### src/rtl/core/csv_pkg.sv
// Shared types and constants for the color sample classify and vote block.
package csv_pkg;

   localparam int CHAN_W    = 16;
   localparam int SCALED_W  = 8;
   localparam int CNT_W     = 4;
   localparam int STEP_W    = 4;
   localparam int CSR_IDX_W = 3;
   localparam int CSR_DATA_W = 16;

   localparam int LANE_COUNT = 3;
   localparam int LANE_RED   = 0;
   localparam int LANE_GREEN = 1;
   localparam int LANE_BLUE  = 2;

   localparam logic [STEP_W-1:0]   QUOT_STEPS = STEP_W'(SCALED_W);
   localparam logic [SCALED_W-1:0] SCALED_MAX = '1;
   localparam logic [CNT_W-1:0]    CNT_MAX    = '1;

   typedef enum logic [1:0] {
      LANE_IDLE,
      LANE_CALC,
      LANE_DONE
   } lane_state_type;

   typedef struct packed {
      logic start;
      logic release_lane;
   } lane_ctl_type;

   typedef struct packed {
      logic idle;
      logic done;
   } lane_stat_type;

   typedef enum logic [2:0] {
      CLS_NONE  = 3'd0,
      CLS_WHITE = 3'd1,
      CLS_GREEN = 3'd2,
      CLS_RED   = 3'd3,
      CLS_BLUE  = 3'd4
   } class_type;

   typedef enum logic [2:0] {
      ROUTE_SPLIT = 3'd0,
      ROUTE_WHITE = 3'd1,
      ROUTE_RED   = 3'd2,
      ROUTE_GREEN = 3'd3,
      ROUTE_BLUE  = 3'd4
   } route_type;

   typedef enum logic [CSR_IDX_W-1:0] {
      CSR_WHITE_CLEAR_MIN   = 3'd0,
      CSR_WHITE_RED_MIN     = 3'd1,
      CSR_WHITE_GREEN_MIN   = 3'd2,
      CSR_VALID_CLEAR_MIN   = 3'd3,
      CSR_BLUE_LEVEL_MIN    = 3'd4,
      CSR_VOTES_NEEDED      = 3'd5,
      CSR_SAMPLES_PER_BATCH = 3'd6
   } csr_index_type;

   typedef struct packed {
      logic [CHAN_W-1:0]   white_clear_min;
      logic [SCALED_W-1:0] white_red_min;
      logic [SCALED_W-1:0] white_green_min;
      logic [CHAN_W-1:0]   valid_clear_min;
      logic [SCALED_W-1:0] blue_level_min;
      logic [CNT_W-1:0]    votes_needed;
      logic [CNT_W-1:0]    samples_per_batch;
   } cfg_type;

endpackage

### src/rtl/core/csv_lane.sv
// One scaling lane: serial chan*255/clear with clamp to 255, or 0 when clear is zero.
module csv_lane (
   input  logic                          clock,
   input  logic                          reset,
   input  csv_pkg::lane_ctl_type         ctl,
   input  logic [csv_pkg::CHAN_W-1:0]    chan,
   input  logic [csv_pkg::CHAN_W-1:0]    clear,
   output csv_pkg::lane_stat_type        stat,
   output logic [csv_pkg::SCALED_W-1:0]  scaled
);

   localparam int DIVD_W = csv_pkg::CHAN_W + csv_pkg::SCALED_W;

   csv_pkg::lane_state_type state_ff, state_in;
   logic [csv_pkg::STEP_W-1:0]   step_ff, step_in;
   logic [csv_pkg::CHAN_W-1:0]   rem_ff, rem_in;
   logic [csv_pkg::SCALED_W-1:0] low_ff, low_in;
   logic [csv_pkg::CHAN_W-1:0]   divisor_ff, divisor_in;
   logic                         sat_ff, sat_in;

   logic [DIVD_W-1:0]   dividend;
   logic [csv_pkg::CHAN_W:0] trial;
   logic [csv_pkg::CHAN_W:0] diff;
   logic                fits;

   assign dividend = {chan, csv_pkg::SCALED_W'(0)} - {csv_pkg::SCALED_W'(0), chan};
   assign trial    = {rem_ff, low_ff[csv_pkg::SCALED_W-1]};
   assign diff     = trial - {1'b0, divisor_ff};
   assign fits     = trial >= {1'b0, divisor_ff};

   // next state
   always_comb begin
      state_in = state_ff;
      unique case (state_ff)
         csv_pkg::LANE_IDLE: begin
            if (ctl.start) begin
               state_in = csv_pkg::LANE_CALC;
            end
         end
         csv_pkg::LANE_CALC: begin
            if (step_ff == csv_pkg::QUOT_STEPS) begin
               state_in = csv_pkg::LANE_DONE;
            end
         end
         csv_pkg::LANE_DONE: begin
            if (ctl.release_lane) begin
               state_in = csv_pkg::LANE_IDLE;
            end
         end
         default: state_in = csv_pkg::LANE_IDLE;
      endcase
   end

   // datapath
   always_comb begin
      step_in    = step_ff;
      rem_in     = rem_ff;
      low_in     = low_ff;
      divisor_in = divisor_ff;
      sat_in     = sat_ff;
      if (state_ff == csv_pkg::LANE_IDLE && ctl.start) begin
         step_in    = '0;
         rem_in     = dividend[DIVD_W-1:csv_pkg::SCALED_W];
         low_in     = dividend[csv_pkg::SCALED_W-1:0];
         divisor_in = clear;
      end else if (state_ff == csv_pkg::LANE_CALC) begin
         step_in = step_ff + 1'b1;
         if (step_ff == '0) begin
            sat_in = (rem_ff >= divisor_ff) || (divisor_ff == '0);
         end else begin
            rem_in = fits ? diff[csv_pkg::CHAN_W-1:0] : trial[csv_pkg::CHAN_W-1:0];
            low_in = {low_ff[csv_pkg::SCALED_W-2:0], fits};
         end
      end
   end

   // outputs
   always_comb begin
      stat.idle = (state_ff == csv_pkg::LANE_IDLE);
      stat.done = (state_ff == csv_pkg::LANE_DONE);
      if (divisor_ff == '0) begin
         scaled = '0;
      end else if (sat_ff) begin
         scaled = csv_pkg::SCALED_MAX;
      end else begin
         scaled = low_ff;
      end
   end

   always_ff @(posedge clock) begin
      if (reset) begin
         state_ff <= csv_pkg::LANE_IDLE;
         step_ff  <= '0;
      end else begin
         state_ff <= state_in;
         step_ff  <= step_in;
      end
   end

   always_ff @(posedge clock) begin
      rem_ff     <= rem_in;
      low_ff     <= low_in;
      divisor_ff <= divisor_in;
      sat_ff     <= sat_in;
   end

endmodule

### src/rtl/core/csv_vote.sv
// Merge stage: classify the scaled sample, count votes and form the route decision.
module csv_vote (
   input  logic                          clock,
   input  logic                          reset,
   input  logic                          commit,
   input  csv_pkg::cfg_type              cfg,
   input  logic [csv_pkg::CHAN_W-1:0]    clear_raw,
   input  logic [csv_pkg::SCALED_W-1:0]  red,
   input  logic [csv_pkg::SCALED_W-1:0]  green,
   input  logic [csv_pkg::SCALED_W-1:0]  blue,
   output logic [csv_pkg::SCALED_W-1:0]  scaled_red,
   output logic [csv_pkg::SCALED_W-1:0]  scaled_green,
   output logic [csv_pkg::SCALED_W-1:0]  scaled_blue,
   output logic [2:0]                    sample_class,
   output logic                          decision_ready,
   output logic [2:0]                    route_action
);

   logic [csv_pkg::CNT_W-1:0] white_count_ff, white_count_in;
   logic [csv_pkg::CNT_W-1:0] red_count_ff, red_count_in;
   logic [csv_pkg::CNT_W-1:0] green_count_ff, green_count_in;
   logic [csv_pkg::CNT_W-1:0] blue_count_ff, blue_count_in;
   logic [csv_pkg::CNT_W-1:0] index_ff, index_in;

   logic [csv_pkg::SCALED_W-1:0] red_ff, green_ff, blue_ff;
   csv_pkg::class_type           class_ff, class_in;
   logic                         ready_ff, ready_in;
   csv_pkg::route_type           route_ff, route_in;

   logic [csv_pkg::CNT_W-1:0] white_bump, red_bump, green_bump, blue_bump;
   logic [csv_pkg::CNT_W-1:0] index_next;

   always_comb begin
      class_in = csv_pkg::CLS_NONE;
      priority if (clear_raw > cfg.white_clear_min && red > cfg.white_red_min
                   && green > cfg.white_green_min) begin
         class_in = csv_pkg::CLS_WHITE;
      end else if (clear_raw > cfg.valid_clear_min) begin
         priority if (green > red && green > blue) begin
            class_in = csv_pkg::CLS_GREEN;
         end else if (red > green && red > blue) begin
            class_in = csv_pkg::CLS_RED;
         end else if (blue > green && blue > cfg.blue_level_min) begin
            class_in = csv_pkg::CLS_BLUE;
         end else if (blue > red && blue > green) begin
            class_in = csv_pkg::CLS_BLUE;
         end else begin
            class_in = csv_pkg::CLS_NONE;
         end
      end else begin
         class_in = csv_pkg::CLS_NONE;
      end
   end

   // saturate at the counter maximum
   always_comb begin
      white_bump = white_count_ff;
      red_bump   = red_count_ff;
      green_bump = green_count_ff;
      blue_bump  = blue_count_ff;
      unique case (class_in)
         csv_pkg::CLS_WHITE: begin
            if (white_count_ff != csv_pkg::CNT_MAX) white_bump = white_count_ff + 1'b1;
         end
         csv_pkg::CLS_GREEN: begin
            if (green_count_ff != csv_pkg::CNT_MAX) green_bump = green_count_ff + 1'b1;
         end
         csv_pkg::CLS_RED: begin
            if (red_count_ff != csv_pkg::CNT_MAX) red_bump = red_count_ff + 1'b1;
         end
         csv_pkg::CLS_BLUE: begin
            if (blue_count_ff != csv_pkg::CNT_MAX) blue_bump = blue_count_ff + 1'b1;
         end
         default: begin
         end
      endcase
   end

   assign index_next = index_ff + 1'b1;

   always_comb begin
      white_count_in = white_count_ff;
      red_count_in   = red_count_ff;
      green_count_in = green_count_ff;
      blue_count_in  = blue_count_ff;
      index_in       = index_ff;
      ready_in       = 1'b0;
      route_in       = csv_pkg::ROUTE_SPLIT;
      if (commit) begin
         white_count_in = white_bump;
         red_count_in   = red_bump;
         green_count_in = green_bump;
         blue_count_in  = blue_bump;
         index_in       = index_next;
         if (index_next >= cfg.samples_per_batch) begin
            ready_in = 1'b1;
            priority if (white_bump >= cfg.votes_needed) begin
               route_in = csv_pkg::ROUTE_WHITE;
            end else if (red_bump >= cfg.votes_needed) begin
               route_in = csv_pkg::ROUTE_RED;
            end else if (green_bump >= cfg.votes_needed) begin
               route_in = csv_pkg::ROUTE_GREEN;
            end else if (blue_bump >= cfg.votes_needed) begin
               route_in = csv_pkg::ROUTE_BLUE;
            end else begin
               route_in = csv_pkg::ROUTE_SPLIT;
            end
            white_count_in = '0;
            red_count_in   = '0;
            green_count_in = '0;
            blue_count_in  = '0;
            index_in       = '0;
         end
      end
   end

   always_ff @(posedge clock) begin
      if (reset) begin
         white_count_ff <= '0;
         red_count_ff   <= '0;
         green_count_ff <= '0;
         blue_count_ff  <= '0;
         index_ff       <= '0;
      end else begin
         white_count_ff <= white_count_in;
         red_count_ff   <= red_count_in;
         green_count_ff <= green_count_in;
         blue_count_ff  <= blue_count_in;
         index_ff       <= index_in;
      end
   end

   // hold the result beat until the next commit
   always_ff @(posedge clock) begin
      if (commit) begin
         red_ff   <= red;
         green_ff <= green;
         blue_ff  <= blue;
         class_ff <= class_in;
         ready_ff <= ready_in;
         route_ff <= route_in;
      end
   end

   assign scaled_red     = red_ff;
   assign scaled_green   = green_ff;
   assign scaled_blue    = blue_ff;
   assign sample_class   = class_ff;
   assign decision_ready = ready_ff;
   assign route_action   = route_ff;

endmodule

### src/rtl/core/color_sample_classify_vote.sv
// Top level of the color sample classify and vote block.
//
//   channel | direction | handshake          | beat
//   req     | in        | req_valid/req_stall | clear, red, green, blue raw counts
//   rsp     | out       | rsp_valid/rsp_stall | scaled colors, class, decision, route
//   csr     | in        | csr_write           | register index and data
//
// Three scaling lanes each run a serial divider (one clamp check, then one
// quotient bit per cycle); once all lanes finish and rsp is free, the beat is
// registered in the vote stage and rsp_valid rises, and a new item is taken
// only after the lanes hand off and return to idle.
// Reset is synchronous and clears the lanes, vote counters and rsp_valid.
// A stalled rsp holds its beat; the lanes then hold their result and req stalls.
module color_sample_classify_vote (
   input  logic                           clock,
   input  logic                           reset,
   input  logic                           req_valid,
   output logic                           req_stall,
   input  logic [csv_pkg::CHAN_W-1:0]     req_clear_raw,
   input  logic [csv_pkg::CHAN_W-1:0]     req_red_raw,
   input  logic [csv_pkg::CHAN_W-1:0]     req_green_raw,
   input  logic [csv_pkg::CHAN_W-1:0]     req_blue_raw,
   output logic                           rsp_valid,
   input  logic                           rsp_stall,
   output logic [csv_pkg::SCALED_W-1:0]   rsp_scaled_red,
   output logic [csv_pkg::SCALED_W-1:0]   rsp_scaled_green,
   output logic [csv_pkg::SCALED_W-1:0]   rsp_scaled_blue,
   output logic [2:0]                     rsp_sample_class,
   output logic                           rsp_decision_ready,
   output logic [2:0]                     rsp_route_action,
   input  logic                           csr_write,
   input  logic [csv_pkg::CSR_IDX_W-1:0]  csr_index,
   input  logic [csv_pkg::CSR_DATA_W-1:0] csr_data
);

   csv_pkg::cfg_type cfg_ff, cfg_in;
   logic [csv_pkg::CHAN_W-1:0] clear_ff;
   logic rsp_valid_ff, rsp_valid_in;

   csv_pkg::lane_ctl_type  lane_ctl;
   csv_pkg::lane_stat_type lane_stat [csv_pkg::LANE_COUNT];
   logic [csv_pkg::CHAN_W-1:0]   lane_chan   [csv_pkg::LANE_COUNT];
   logic [csv_pkg::SCALED_W-1:0] lane_scaled [csv_pkg::LANE_COUNT];
   logic [csv_pkg::LANE_COUNT-1:0] idle_bits, done_bits;

   logic accept, lanes_idle, lanes_done, out_free, commit;

   assign lane_chan[csv_pkg::LANE_RED]   = req_red_raw;
   assign lane_chan[csv_pkg::LANE_GREEN] = req_green_raw;
   assign lane_chan[csv_pkg::LANE_BLUE]  = req_blue_raw;

   for (genvar i = 0; i < csv_pkg::LANE_COUNT; i++) begin : g_lane
      csv_lane u_lane (
         .clock  (clock),
         .reset  (reset),
         .ctl    (lane_ctl),
         .chan   (lane_chan[i]),
         .clear  (req_clear_raw),
         .stat   (lane_stat[i]),
         .scaled (lane_scaled[i])
      );
      assign idle_bits[i] = lane_stat[i].idle;
      assign done_bits[i] = lane_stat[i].done;
   end

   assign lanes_idle = &idle_bits;
   assign lanes_done = &done_bits;
   assign out_free   = !rsp_valid_ff || !rsp_stall;
   assign commit     = lanes_done && out_free;
   assign req_stall  = !lanes_idle;
   assign accept     = req_valid && lanes_idle;

   assign lane_ctl.start        = accept;
   assign lane_ctl.release_lane = commit;

   csv_vote u_vote (
      .clock          (clock),
      .reset          (reset),
      .commit         (commit),
      .cfg            (cfg_ff),
      .clear_raw      (clear_ff),
      .red            (lane_scaled[csv_pkg::LANE_RED]),
      .green          (lane_scaled[csv_pkg::LANE_GREEN]),
      .blue           (lane_scaled[csv_pkg::LANE_BLUE]),
      .scaled_red     (rsp_scaled_red),
      .scaled_green   (rsp_scaled_green),
      .scaled_blue    (rsp_scaled_blue),
      .sample_class   (rsp_sample_class),
      .decision_ready (rsp_decision_ready),
      .route_action   (rsp_route_action)
   );

   always_comb begin
      cfg_in = cfg_ff;
      if (csr_write) begin
         unique case (csr_index)
            csv_pkg::CSR_WHITE_CLEAR_MIN:   cfg_in.white_clear_min = csr_data;
            csv_pkg::CSR_WHITE_RED_MIN:
               cfg_in.white_red_min = csr_data[csv_pkg::SCALED_W-1:0];
            csv_pkg::CSR_WHITE_GREEN_MIN:
               cfg_in.white_green_min = csr_data[csv_pkg::SCALED_W-1:0];
            csv_pkg::CSR_VALID_CLEAR_MIN:   cfg_in.valid_clear_min = csr_data;
            csv_pkg::CSR_BLUE_LEVEL_MIN:
               cfg_in.blue_level_min = csr_data[csv_pkg::SCALED_W-1:0];
            csv_pkg::CSR_VOTES_NEEDED:
               cfg_in.votes_needed = csr_data[csv_pkg::CNT_W-1:0];
            csv_pkg::CSR_SAMPLES_PER_BATCH:
               cfg_in.samples_per_batch = csr_data[csv_pkg::CNT_W-1:0];
            default: begin
            end
         endcase
      end
   end

   always_comb begin
      rsp_valid_in = rsp_valid_ff && rsp_stall;
      if (commit) begin
         rsp_valid_in = 1'b1;
      end
   end

   always_ff @(posedge clock) begin
      if (reset) begin
         cfg_ff.white_clear_min   <= 16'd200;
         cfg_ff.white_red_min     <= 8'd210;
         cfg_ff.white_green_min   <= 8'd180;
         cfg_ff.valid_clear_min   <= 16'd15;
         cfg_ff.blue_level_min    <= 8'd140;
         cfg_ff.votes_needed      <= 4'd3;
         cfg_ff.samples_per_batch <= 4'd5;
         rsp_valid_ff             <= 1'b0;
      end else begin
         cfg_ff       <= cfg_in;
         rsp_valid_ff <= rsp_valid_in;
      end
   end

   always_ff @(posedge clock) begin
      if (accept) begin
         clear_ff <= req_clear_raw;
      end
   end

   assign rsp_valid = rsp_valid_ff;

endmodule

### config.mk
export PLATFORM = sky130hd
export DESIGN_NAME = color_sample_classify_vote
export DESIGN_NICKNAME = d
export VERILOG_FILES = /design/src/rtl/core/csv_pkg.sv /design/src/rtl/core/csv_lane.sv /design/src/rtl/core/csv_vote.sv /design/src/rtl/core/color_sample_classify_vote.sv
export SDC_FILE = /design/constraint.sdc
export NUM_CORES = 1
export LEC_CHECK = 0
export ABC_AREA = 1
export ABC_CLOCK_PERIOD_IN_PS = 4600
export BUFFER_PORTS_ARGS = -buffer_cell sky130_fd_sc_hd__buf_2
export CAP_MARGIN = 20
export CORE_ASPECT_RATIO = 1.5
export CORE_MARGIN = 2
export CORE_UTILIZATION = 33
export DETAILED_ROUTE_END_ITERATION = 12
export PLACE_DENSITY = 0.58
export SETUP_SLACK_MARGIN = 0.05
export SYNTH_ARGS = -nofsm -noshare
export SYNTH_HDL_FRONTEND = slang
export SYNTH_SLANG_ARGS = --single-unit
### constraint.sdc
create_clock -name clock -period 4.6 [get_ports clock]
set_input_delay 0.23 -clock clock [delete_from_list [all_inputs] [get_ports clock]]
set_output_delay 0.23 -clock clock [all_outputs]
set_load 0.02 [all_outputs]
# Yosys cells after proc, flatten, opt, wreduce, memory -nomap -nowiden
# Index checks and enable logic that the tools add are counted.
[word_totals] reg_bits=273 inputBits=88 out_inout_bits=33 wordCells=230
[op_classes] addsub=14 n_lt_le_gt_ge=22 eq_ne=35 mux=60 bitwise_logic=4 reduce_logical=55
[op_table] op="16-bit two-way mux" n=12
[op_table] op="8-bit two-way mux" n=15
[op_table] op="8-bit greater-than comparator" n=9
[op_table] op="24-bit by 16-bit subtractor with 24-bit output" n=3
[op_table] op="4-bit two-way mux" n=13
[op_table] op="17-bit by 16-bit greater-or-equal comparator with 1-bit output" n=3
[op_table] op="16-bit greater-or-equal comparator" n=3
[op_table] op="16-bit logical NOT" n=3
[op_table] op="16-bit subtractor" n=3
[op_table] op="4-bit by 1-bit adder with 4-bit output, second input constant" n=8
[op_table] op="16-bit greater-than comparator" n=2
[op_table] op="3-bit AND reduction" n=8
[op_table] op="3-bit two-way mux" n=7
[op_table] op="4-bit greater-or-equal comparator" n=5
[op_table] op="2-bit AND reduction" n=10
[op_table] op="2-bit by 1-bit inequality test with 1-bit output, second input constant" n=9
[op_table] op="2-bit case mux with 3 select lines" n=3
[op_table] op="4-bit inequality test, second input constant" n=4
[op_table] op="2-bit two-way mux" n=7
[op_table] op="3-bit by 2-bit == test with 1-bit output, second input constant" n=4
[op_table] op="3-bit == test, second input constant" n=4
[op_table] op="4-bit == test, second input constant" n=3
[op_table] op="1-bit logical AND" n=12
[op_table] op="4-bit logical NOT" n=3
[op_table] op="13 further kinds" n=37

# Depth between registers and ports, before layout
[logic_depth] ltp_word=17 mapped_depth=31 ltp_nobuf=31

# Cells and area by module
# A second synthesis with hierarchy kept.
[hier_totals] hier_cells=3088 hier_area_um2=22076.2
[by_module_without_submodules] module="csv_lane (g_lane[0].u_lane ...)" n_inst=2 cells_each=676 area_each_um2=4683.2 seq_area_each_um2=1351.3
[by_module_without_submodules] module="csv_vote" n_inst=1 cells_each=656 area_each_um2=4948.5 seq_area_each_um2=1331.3
[by_module_without_submodules] module="csv_lane (g_lane[1].u_lane)" n_inst=1 cells_each=696 area_each_um2=4712.0 seq_area_each_um2=1351.3
[by_module_without_submodules] module="color_sample_classify_vote" n_inst=1 cells_each=384 area_each_um2=3049.2 seq_area_each_um2=1781.7

# Worst setup path before layout
# OpenSTA, ideal clock, no wires.
[synth_timing] path_type="reg2reg" startpoint="reg g_lane[1].u_lane.divisor_ff[1] in the netlist's numbering" endpoint="reg u_vote.route_ff[2], in the netlist u_vote.route_action[2], data pin" setup_ps=207 arrival_ps=3403 required_time_ps=4393 slack_ps=990 stages_incl_launch_ff=25 n_path_buf=0 cell_sequence="edfxtp_1 > inv_1 > nand3_1 > nor3_1 > nand2_1 > inv_1 > a21oi_1 > ha_1 > a21o_1 > nor2_1 > nand3_1 > nor2_1 > nand3_1 > nor2_4 > nand2_1 > nand2_1 > inv_1 > ha_1 > inv_1 > nor2_1 > o21ai_0 > nand2_1 > a31oi_1 > inv_1 > a2111oi_0"
[synth_between] elab_chain_cells=14 word_cells_on_any_way=32 classes_between="order compare (9); eq/ne (4); mux (12); reduce/logical (7)"
[synth_rtl] item="from (decl)" line_no="csv_lane.sv:18" source="logic [csv_pkg::CHAN_W-1:0] divisor_ff, divisor_in;"
[synth_rtl] item="from (signal assigned)" line_no="csv_lane.sv:103" source="divisor_ff <= divisor_in;"
[synth_rtl] item="16-bit logical NOT *" line_no="csv_lane.sv:81" source="if (divisor_ff == '0) begin"
[synth_rtl] item="8-bit two-way mux *" line_no="csv_lane.sv:81"
[synth_rtl] item="net g_lane[1].u_lane.scaled, one bit" line_no="csv_lane.sv:9" source="output logic [csv_pkg::SCALED_W-1:0] scaled"
[synth_rtl] item="8-bit greater-than comparator" line_no="csv_vote.sv:43, csv_vote.sv:45"
[synth_rtl] item="1-bit logical AND" line_no="csv_vote.sv:45" source="end else if (blue > red && blue > green) begin"
[synth_rtl] item="3-bit two-way mux" line_no="csv_vote.sv:45"
[synth_rtl] item="3-bit two-way mux" line_no="csv_vote.sv:43" source="end else if (blue > green && blue > cfg.blue_level_min) begin"
[synth_rtl] item="3-bit two-way mux" line_no="csv_vote.sv:41" source="end else if (red > green && red > blue) begin"
[synth_rtl] item="3-bit two-way mux" line_no="csv_vote.sv:39" source="priority if (green > red && green > blue) begin"
[synth_rtl] item="3-bit two-way mux" line_no="csv_vote.sv:38" source="end else if (clear_raw > cfg.valid_clear_min) begin"
[synth_rtl] item="3-bit two-way mux *" line_no="csv_vote.sv:35" source="priority if (clear_raw > cfg.white_clear_min && red > cfg.white_red_min"
[synth_rtl] item="3-bit by 2-bit == test with 1-bit output, or another cell as far along" line_no="csv_vote.sv:61" source="unique case (class_in)"
[synth_rtl] item="4-bit two-way mux" line_no="csv_vote.sv:61"
[synth_rtl] item="4-bit greater-or-equal comparator (on tied branches)"
[synth_rtl] item="4-bit OR reduction (no source line) or 3-bit two-way mux (tied branches)"
[synth_rtl] item="to (signal assigned)" line_no="csv_vote.sv:141" source="route_ff <= route_in;"
[synth_rtl] item="to (decl)" line_no="csv_vote.sv:28" source="csv_pkg::route_type route_ff, route_in;"
# The timed path passes the listed nets; every way through them passes the cells marked *.
# A chain may end at the register's enable or synchronous reset.

# Worst setup path after layout
[layout_timing] startpoint="reg g_lane[0].u_lane.divisor_ff[13] in the netlist's numbering" endpoint="reg u_vote.route_ff[2], in the netlist u_vote.route_action[2], data pin"
[layout_between] elab_chain_cells=14 word_cells_on_any_way=32 classes_between="order compare (9); eq/ne (4); mux (12); reduce/logical (7)"
[layout_rtl] item="from (decl)" line_no="csv_lane.sv:18"
[layout_rtl] item="from (signal assigned)" line_no="csv_lane.sv:103"
[layout_rtl] item="16-bit logical NOT *" line_no="csv_lane.sv:81"
[layout_rtl] item="8-bit two-way mux *" line_no="csv_lane.sv:81"
[layout_rtl] item="net g_lane[0].u_lane.scaled, one bit" line_no="csv_lane.sv:9"
[layout_rtl] item="8-bit greater-than comparator" line_no="csv_vote.sv:45"
[layout_rtl] item="1-bit logical AND" line_no="csv_vote.sv:45"
[layout_rtl] item="3-bit two-way mux" line_no="csv_vote.sv:45"
[layout_rtl] item="3-bit two-way mux" line_no="csv_vote.sv:43"
[layout_rtl] item="3-bit two-way mux" line_no="csv_vote.sv:41"
[layout_rtl] item="3-bit two-way mux" line_no="csv_vote.sv:39"
[layout_rtl] item="3-bit two-way mux" line_no="csv_vote.sv:38"
[layout_rtl] item="3-bit two-way mux *" line_no="csv_vote.sv:35"
[layout_rtl] item="3-bit by 2-bit == test with 1-bit output, or another cell as far along" line_no="csv_vote.sv:61"
[layout_rtl] item="4-bit two-way mux" line_no="csv_vote.sv:61"
[layout_rtl] item="4-bit greater-or-equal comparator (on tied branches)"
[layout_rtl] item="4-bit OR reduction (no source line) or 3-bit two-way mux (tied branches)"
# Marks and branches as above.

==> flow_metrics.tcl <==
set metrics [dict create \
    outcome "finished, final reports clean" \
    seq_power_share 0.360 \
    final_antenna_net_count 0 \
    timing.final.max_slew_violations 0 \
    fin_tns_setup_ns 0 \
    synthXorXnorAreaFrac 0.0285 \
    slowest_delay_ns 0.36 \
    slowest_stage "edfxtp_1" \
    final.fill_count 5955 \
    clock_skew_ns 0.0421 \
    antenna_found_initial 1 \
    vias_per_cell 5.03 \
    crit_end "u_vote.route_action[2]" \
    critPathLaunch "g_lane[0].u_lane.divisor_ff[13]" \
    start_util 0.334 \
    area_growth_pct 14.7 \
    cts_tree "done" \
    synth_cell_types 50 \
    finalInstanceArea_sq_um 22200 \
    worst_pin_slew_ns 1.06 \
    first_iter_violations 834 \
    firstDrtPassIters 6 \
    critPathKind "flip-flop to flip-flop" \
    synth-seq-cells 273 \
    synthAdderAreaFrac 0.154 \
    grt_pass1_wl_microns 90100 \
    reg2reg_depth 25 \
    r2r_start "g_lane[0].u_lane.divisor_ff[13]" \
    p_per_area_nw_per_um2 398 \
    maxCapViolations 0 \
    worst-path-stages 25 \
    power_switching_mw 3.32 \
    port_buffers 120 \
    overflow 0 \
    min_path_type "input port to flip-flop" \
    layout-drive-gt1-share 0.0910 \
    final_nets 2952 \
    rows 108 \
    io_pins 121 \
    critical_path_buf_inv_count 6 \
    setup_viol 0 \
    die_h_microns 301 \
    synth_edf_count 170 \
    synth_flop_cell "edfxtp_1" \
    clockRootBuffer "clkbuf_16" \
    synth_mux_area_frac 0 \
    intPower_mw 5.51 \
    h-tree-depth 1 \
    combPwrFrac 0.373 \
    syn_avg_cell_area_sq_um 7.82 \
    final_hold_viol_count 0 \
    vias 17187 \
    swShare 0.376 \
    ys_warn_count 0 \
    finalCritPeriodShare 0.900 \
    synth_top_family_by_area "simple AND/OR/NAND/NOR gates" \
    final_cells 3420 \
    critPathCaptureType "flip-flop" \
    peakVddDrop_mv 0.244 \
    rsz0062_at_grt "no" \
    grt_use_total 0.186 \
    cp.arrival_ns 4.55 \
    post-dp-hpwl_microns 46700 \
    gp_congestion 0.914 \
    grt_max_degree 59 \
    seq_area_frac_synth 0.370 \
    pre_cts_ws_ns 0.180 \
    regArea_sq_um 7170 \
    max_slew_margin 0.292 \
    synth_compound_gate_area_share 0.156 \
    post_cts_buffers 0 \
    min_period_ns 4.14 \
    clock-sinks 273 \
    cts_buffers 28 \
    crit_required_ns 5.01 \
    yosys.area_share.simple 0.206 \
    wl_per_cell_microns 17.0 \
    fin_ws_ns 0.462 \
    die_w_microns 202 \
    max_clock_freq_mhz 242 \
    netlist_area_sq_um 19400 \
    remaining_drc_errors 0 \
    r2r_slack_ns 0.46 \
    grt_pass1_vias 16729 \
    cp_max_fo 5 \
    syn_inst 2476 \
    cp_common_cell "inv_1" \
    synth_nets 2801 \
    p_leak_nw 10.2 \
    dpl_cell_area_sq_um 20800 \
    clock_power_share 0.267 \
    synthArstFlopShare 0 \
    critPathLaunchType "flip-flop" \
    clkTransAtPathRegs_ns 0.07 \
    cts_buffer_depth 3 \
    wirelength_microns 58000 \
    path_delay_family "simple AND/OR/NAND/NOR gates" \
    multi_input_area_sq_um 10700 \
    placedCellCount 3335 \
    clk_latency_ns 0.60 \
    reg2reg_to "u_vote.route_action[2]" \
    die_area_sq_um 60600 \
    core_area_sq_um 58000 \
]
power by group through the flow:
| stage | combinational [mW] | clock, mW | sequential (mW) |
|---|---|---|---|
| 2_1_floorplan | 2.46 | 0 | 3.13 |
| 3_3_place_gp | 3.19 | 0 | 3.22 |
| 3_5_place_dp | 3.23 | 0 | 3.23 |
| 4_1_cts | 3.27 | 2.43 | 3.17 |
| 5_1_grt | 3.79 | 2.51 | 3.20 |
| 6_report | 3.30 | 2.36 | 3.18 |
synthesized netlist by cell type (15+ instances only):
library cell,number,share of area
xor2_1,40,0.018
nand2_1,515,0.10
nor3_1,25,0.0065
o21ai_0,171,0.044
xnor2_1,23,0.010
inv_1,378,0.073
o211ai_1,37,0.014
nand3_1,122,0.032
nor2_1,168,0.033
ha_1,234,0.15
dfxtp_1,103,0.11
o21bai_1,17,0.0066
a21oi_1,248,0.064
clkbuf_1,26,0.0050
or2_2,16,0.0052
nand4_1,49,0.016
edfxtp_1,170,0.26
a21o_1,15,0.0058
metal layers:
layer	vias up	share of wire	GRT usage
li1	8692	-	-
met4	0	0.042	0.0783
met3	100	0.039	0.0194
met5	-	0	0
met2	367	0.49	0.339
met1	8028	0.43	0.223
cell type report:
type / instances / area share
Tap cell: 770 / 0.0434
Antenna cell: 1 / 0.000113
Clock buffer: 35 / 0.0346
Inverter: 381 / 0.0645
Multi-Input combinational cell: 1779 / 0.480
Timing Repair Buffer: 164 / 0.0463
Sequential cell: 273 / 0.323
Clock inverter: 17 / 0.00806
cell families after synthesis:
family                   Yosys count
AND/OR/NAND/NOR                  937
adder cells (fa/ha/maj)          237
buffers and inverters            424
flip-flops                       273
AO/OA/AOI/OAI                    542
XOR/XNOR                          63
worst min-delay path by stage:
stage          cells past startpoint  slack, ns        startpoint          end
6_report                           1       0.03  req_clear_raw[1]  clear_ff[1]
2_1_floorplan                      0       0.33  req_clear_raw[0]  clear_ff[0]
3_3_place_gp                       2       0.45        cfg_ff[22]   cfg_ff[22]
4_1_cts                            1      0.002  req_clear_raw[1]  clear_ff[1]
5_1_grt                            1      0.004  req_clear_raw[1]  clear_ff[1]
3_5_place_dp                       2       0.46        cfg_ff[45]   cfg_ff[45]
sequential cells by signal (all words and copies together) (netlist names), 6 cells and up:
signal,cells
u_vote.scaled_blue,8
cfg_ff,64
g_lane.u_lane.rem_ff,48
g_lane.u_lane.step_ff,12
u_vote.scaled_red,8
g_lane.u_lane.low_ff,24
g_lane.u_lane.state_ff,6
clear_ff,16
g_lane.u_lane.divisor_ff,48
u_vote.scaled_green,8
repair_timing:
action / CTS / global route
resized for setup: 0 / 32
setup endpoints to repair: 0 / 3
endpoints found under the hold margin: 76 / 0
hold buffers: 31 / 0
placed cells by master (no fill, tap or decap), drive strengths merged, types with 2 or more instances in the layout:
master and n:
a21oi 255, a31oi 7, o22ai 6, clkinv 13, ha 234, nor4 10, dfxtp 103, o21ai 175
a22oi 2, or2 23, fa 3, a211oi 4, nor3 26, nand3 123, o21bai 17, inv 381
nor2 171, dlygate4sd3 31, a311oi 2, clkbuf 35, nand4 49, bufinv 2, xor2 40, o221ai 3
edfxtp 170, buf 133, o21a 9, a21boi 8, nand2 520, a21o 15, clkinvlp 2, o211ai 37
xnor2 23, and2 5, nand3b 9
worst register-to-register path, delay by kind of cell, from the launching register on:
kind	cells	cell delay [ns]
buf+inv	6	0.55
simple gates	12	1.60
compound gates	5	0.90
fa+ha+maj	2	0.52
flops	1	0.36
per-stage QoR:
step                      power [mW]   util  hold WS, ns
after floorplan                 5.59      -        0.329
after global placement          6.41  0.359        0.448
after detailed placement        6.45  0.359        0.458
after CTS                       8.87  0.381      0.00243
after global routing            9.50  0.383      0.00363
final                           8.84  0.383       0.0297
Power figures use the tool's default switching activity.
